### src/assert_macros.svh
// Assertion helpers for the RTL
`ifndef ASSERT_MACROS_SVH
`define ASSERT_MACROS_SVH

// Property that must hold at every clock edge outside reset
`define ASSERT_ALWAYS(label, clk, rst, prop, msg) \
   label: assert property (@(posedge clk) disable iff (rst) (prop)) else $error(msg);

// Same-cycle implication
`define ASSERT_IMPLY(label, clk, rst, ante, cons, msg) \
   label: assert property (@(posedge clk) disable iff (rst) (ante) |-> (cons)) else $error(msg);

// Next-cycle implication
`define ASSERT_NEXT(label, clk, rst, ante, cons, msg) \
   label: assert property (@(posedge clk) disable iff (rst) (ante) |=> (cons)) else $error(msg);

`endif

### src/sacl_pkg.sv
`default_nettype none

package sacl_pkg;

   // Default geometry limits
   localparam int MAX_SET_BITS_DEF = 6;
   localparam int MAX_WAYS_DEF     = 8;

   // Field widths
   localparam int ADDR_W  = 64;
   localparam int STAMP_W = 64;
   localparam int COUNT_W = 32;
   localparam int CMD_W   = 2;
   localparam int CSR_IDX_W  = 2;
   localparam int CSR_DATA_W = 6;

   // Commands
   typedef logic [CMD_W-1:0] cmd_type;
   localparam cmd_type CMD_LOAD   = 2'd0;
   localparam cmd_type CMD_STORE  = 2'd1;
   localparam cmd_type CMD_MODIFY = 2'd2;
   localparam cmd_type CMD_FETCH  = 2'd3;

   // Access outcomes
   typedef logic [1:0] outcome_type;
   localparam outcome_type OUT_HIT   = 2'd0;
   localparam outcome_type OUT_MISS  = 2'd1;
   localparam outcome_type OUT_EVICT = 2'd2;

   // Register indexes
   typedef logic [CSR_IDX_W-1:0] csr_idx_type;
   localparam csr_idx_type CSR_SET_BITS   = 2'd0;
   localparam csr_idx_type CSR_BLOCK_BITS = 2'd1;
   localparam csr_idx_type CSR_WAYS       = 2'd2;

   // Result payload, last field in the lowest bits
   typedef struct packed {
      logic [5:0]         pad;
      logic [COUNT_W-1:0] eviction_total;
      logic [COUNT_W-1:0] miss_total;
      logic [COUNT_W-1:0] hit_total;
      outcome_type        outcome;
   } rsp_data_type;

endpackage

`default_nettype wire

### src/sacl_way_sel.sv
`default_nettype none

// Tag match, free-way search and LRU victim choice over one set
module sacl_way_sel #(
   parameter int MAX_WAYS = sacl_pkg::MAX_WAYS_DEF
) (
   input  wire logic [MAX_WAYS-1:0]                        valid,
   input  wire logic [MAX_WAYS-1:0][sacl_pkg::ADDR_W-1:0]  tag_row,
   input  wire logic [MAX_WAYS-1:0][sacl_pkg::STAMP_W-1:0] stamp_row,
   input  wire logic [sacl_pkg::ADDR_W-1:0]                tag_in,
   input  wire logic [3:0]                                 nw,
   output sacl_pkg::outcome_type                           outcome,
   output logic      [MAX_WAYS-1:0]                        sel
);

   logic [MAX_WAYS-1:0] in_use;
   logic [MAX_WAYS-1:0] hit;
   logic [MAX_WAYS-1:0] free;
   logic [MAX_WAYS-1:0] oldest;

   function automatic logic [MAX_WAYS-1:0] lowest(input logic [MAX_WAYS-1:0] x);
      return x & (~x + 1'b1);
   endfunction

   // Per-way match and free flags
   always_comb begin
      for (int w = 0; w < MAX_WAYS; w++) begin
         in_use[w] = (w < int'(nw));
         hit[w]    = in_use[w] && valid[w] && (tag_row[w] == tag_in);
         free[w]   = in_use[w] && !valid[w];
      end
   end

   // Pairwise stamp compare: a way wins if strictly older than lower ways
   // and no younger than higher ones, so ties go to the lowest way
   always_comb begin
      for (int w = 0; w < MAX_WAYS; w++) begin
         oldest[w] = in_use[w];
         for (int j = 0; j < MAX_WAYS; j++) begin
            if (j != w && in_use[j]) begin
               if (j < w) begin
                  oldest[w] = oldest[w] && (stamp_row[w] < stamp_row[j]);
               end else begin
                  oldest[w] = oldest[w] && !(stamp_row[j] < stamp_row[w]);
               end
            end
         end
      end
   end

   // Hit first, then first free way, then the LRU way
   always_comb begin
      priority if (|hit) begin
         outcome = sacl_pkg::OUT_HIT;
         sel     = lowest(hit);
      end else if (|free) begin
         outcome = sacl_pkg::OUT_MISS;
         sel     = lowest(free);
      end else begin
         outcome = sacl_pkg::OUT_EVICT;
         sel     = lowest(oldest);
      end
   end

endmodule

`default_nettype wire

### config.mk
export PLATFORM = sky130hd
export DESIGN_NAME = sacl_way_sel
export DESIGN_NICKNAME = d
export VERILOG_FILES = /design/src/assert_macros.svh /design/src/sacl_pkg.sv /design/src/sacl_way_sel.sv
export SDC_FILE = /design/constraint.sdc
export NUM_CORES = 2
export LEC_CHECK = 0
export BUFFER_PORTS_ARGS = -buffer_cell sky130_fd_sc_hd__buf_2
export CORE_AREA = 2 2 436 438
export DETAILED_ROUTE_END_ITERATION = 16
export DIE_AREA = 0 0 438 440
export GPL_ROUTABILITY_DRIVEN = 0
export PLACE_DENSITY = 0.48
export SETUP_SLACK_MARGIN = 0.1
export SYNTH_ARGS = -nofsm -noshare
export SYNTH_HDL_FRONTEND = slang
export SYNTH_SLANG_ARGS = --single-unit
### constraint.sdc
create_clock -name vclk -period 3.8
set_input_delay 0.76 -clock vclk [all_inputs]
set_output_delay 0.76 -clock vclk [all_outputs]
set_load 0.03 [all_outputs]
==> summary.md <==
| Metric | Value |
|---|---|
| Pleak | `40.47 nW` |
| Grt total ovfl | `0` |
| Synth top area share | `0.4569` |
| # clk buffers | `0` |
| Worst EP required | `3040 ps` |
| Unique masters post-synth | `86` |
| IO Count | `1110` |
| Initial antenna violation count | `139` |
| Post-layout util | `0.4169` |
| DIE HEIGHT | `between 400 and 500 um` |
| Area delta synth->final | `62.75%` |
| Cts hold-fix bufs | `0` |
| Peak VDD IR | `0.07870 mV` |
| Placed Cells | `roughly 12000` |
| Crit-path cells | `buf_2, buf_4, ha_1, a211oi_2, nand2_2, a211oi_4, a211oi_2, buf_4, o311a_4, nor4_4, o21a_2, nor3_4, buf_4, nand2b_4, o41ai_4, buf_6` |
| Final worst setup slack | `-1447 ps` |
| Met2 WL post-DR | `around 140000 um` |
| Drt first pass iters | `9` |
| DRC | `0` |
| CP arrival | `between 4000 and 5000 ps` |
| Core area | `~190000 um2` |
| Largest net degree at the start of global routing | `15` |
| Post-synth top area cell | `ha_1` |
| RSZ-0062 raised after global routing | `true` |
| FFs & Latches | `0` |
| Number of global-route vias before repair | `~66000` |
| Seq/Total Area, Yosys | `0` |
| Drt initial violations | `7637` |
| PortBufs | `around 1100` |
| HP Start | `nw[2]` |
| Cell Pwr Density | `about 130 nW/um2` |
| DRT met1 WL | `149300 um` |
| Synth Net Count | `9123` |
| WL/cell | `29.65 um` |
| Avg Cell Area, Syn | `7.718 um2` |
| Result of the run | `finished with violations` |
| Max-Cap Viols | `0` |
| Final ANT Viol Nets | `0` |
| Worst hold path class | `primary input to output port` |
| # setup viols final | `10` |
| All-Layer GR Usage | `0.3532` |
| Non-Filler Instances | `12140` |
| Failing checks | `negative setup slack` |
| Final Hold Viols | `0` |
| Die Wd | `roughly 440 um` |
| CP max-delay cell | `nor4_4` |
| Die ar. | `192700 um2` |
| Design Area, Final | `roughly 79000 um2` |
| CP endpoint kind | `output port` |
| HPWL Detailed | `between 300000 and 400000 um` |
| Tmin final | `5247 ps` |
| Routed vias/inst | `5.687` |
| Crit Path Max Fanout | `3` |
| Fmax | `0.1906 GHz` |
| Layout cells sized above 1 | `0.3981` |
| Most frequent cell on the critical path | `buf_4` |
| Synthesized cell area | `48310 um2` |
| Initial Utilization | `0.2562` |
| Total power | `around 11 mW` |
| Global-route wire length before repair | `approximately 490000 um` |
| Commonest cells post-synth | `1764 x ha_1, 536 x inv_1, 516 x a21oi_1` |
| Crit start category | `primary input` |
| Setup CP Type | `primary input to output port` |
| Dominant cells by area after synthesis | `ha_1 46%, nand4_1 5.5%, a21oi_1 5.3%, inv_1 4.2%, xnor2_1 3.8%` |
| Yosys warns | `0` |
| Routed wire length | `360000 um` |
| Row count | `160` |
| Setup_tns | `-10440 ps` |
| Cell with the most instances after synthesis | `ha_1` |
| Hold Slack | `between 2000 and 2500 ps` |
| Critical path origin | `stamp_row[397]` |
| DP Worst Slack | `-2658 ps` |
| Crit share post-route | `1.381` |
| Worst rel slew slack | `0.2984` |
| Worst-margin pin slew | `roughly 1000 ps` |
| Nets@finish | `12400` |
| Top routing layer in use | `met5` |
| CP peak stage delay | `roughly 530 ps` |
| Met3 WL post-DR | `46040 um` |
| Final Slew Violations | `0` |
| Storage cell area | `0 um2` |
| Post-Syn Instances | `6259` |
| Placed cell area | `74270 um2` |
| Vias after detailed routing | `69040` |
==> layout make-up <==
cell class | count | area [um2]
Fill cell | 19430 | 110000
Multi-Input combinational cell | 5651 | 48960
Timing Repair Buffer | 3341 | 24090
Tap cell | 2511 | 3142
Inverter | 538 | 2185
Antenna cell | 99 | 247.7
==> what timing repair did <==
action	4_1_cts	5_1_grt
buffers inserted	38	46
pin swaps	133	114
endpoints found under the setup margin	10	10
gates resized for setup	431	297
==> metal layers <==
layer  GRT usage  vias up
met5     0.07345        -
met1      0.4514    32790
li1            -    30790
met4      0.1517      100
met3      0.1437     1100
met2      0.5102     4265
==> power by group <==
group	switching [mW]	internal, mW
clock	0	0.00000299
sequential	0	0
combinational	5.82	4.78
==> path summary, 6_finish.rpt <==
path,cells after the start,endpoint,slack (ps)
setup / recovery,16,sel[2],-1450
hold / removal,5,sel[6],2280
==> worst max-delay path, delay by kind of cell <==
kind	cells	cell delay [ps]
compound gates	6	1750
fa+ha+maj	1	190
buf+inv	5	880
simple gates	4	880
==> cell families after synthesis <==
logic type               Yosys count  synth area share
AND/OR/NAND/NOR                 1880            0.2100
adder cells (fa/ha/maj)         1764            0.4569
AO/OA/AOI/OAI                   1627            0.2147
buffers and inverters            608           0.04955
XOR/XNOR                         380           0.06889
==> cell usage in the layout, fill, tap and decap left out, types with 33 or more instances in the layout <==
cell / Yosys / final
nor2b_1: 85 / 85
ha_1: 1764 / 1691
o211ai_1: 59 / 59
nand4_1: 421 / 421
nand3_1: 155 / 151
buf_6: 3 / 103
buf_2: 62 / 1028
buf_12: 0 / 82
xor2_1: 171 / 158
o2111ai_1: 38 / 36
nor3_1: 113 / 93
a211oi_1: 127 / 106
o21a_1: 53 / 52
xnor2_1: 209 / 193
and4_1: 37 / 33
o21ai_0: 335 / 286
nand2b_1: 172 / 171
inv_1: 536 / 465
nand2_1: 356 / 349
nor4_1: 130 / 87
ha_4: 0 / 69
nor2_1: 271 / 261
a21o_1: 218 / 217
diode_2: 0 / 99
a21oi_1: 516 / 487
buf_4: 3 / 2098
Note: power is estimated with default switching activity, not from simulation.
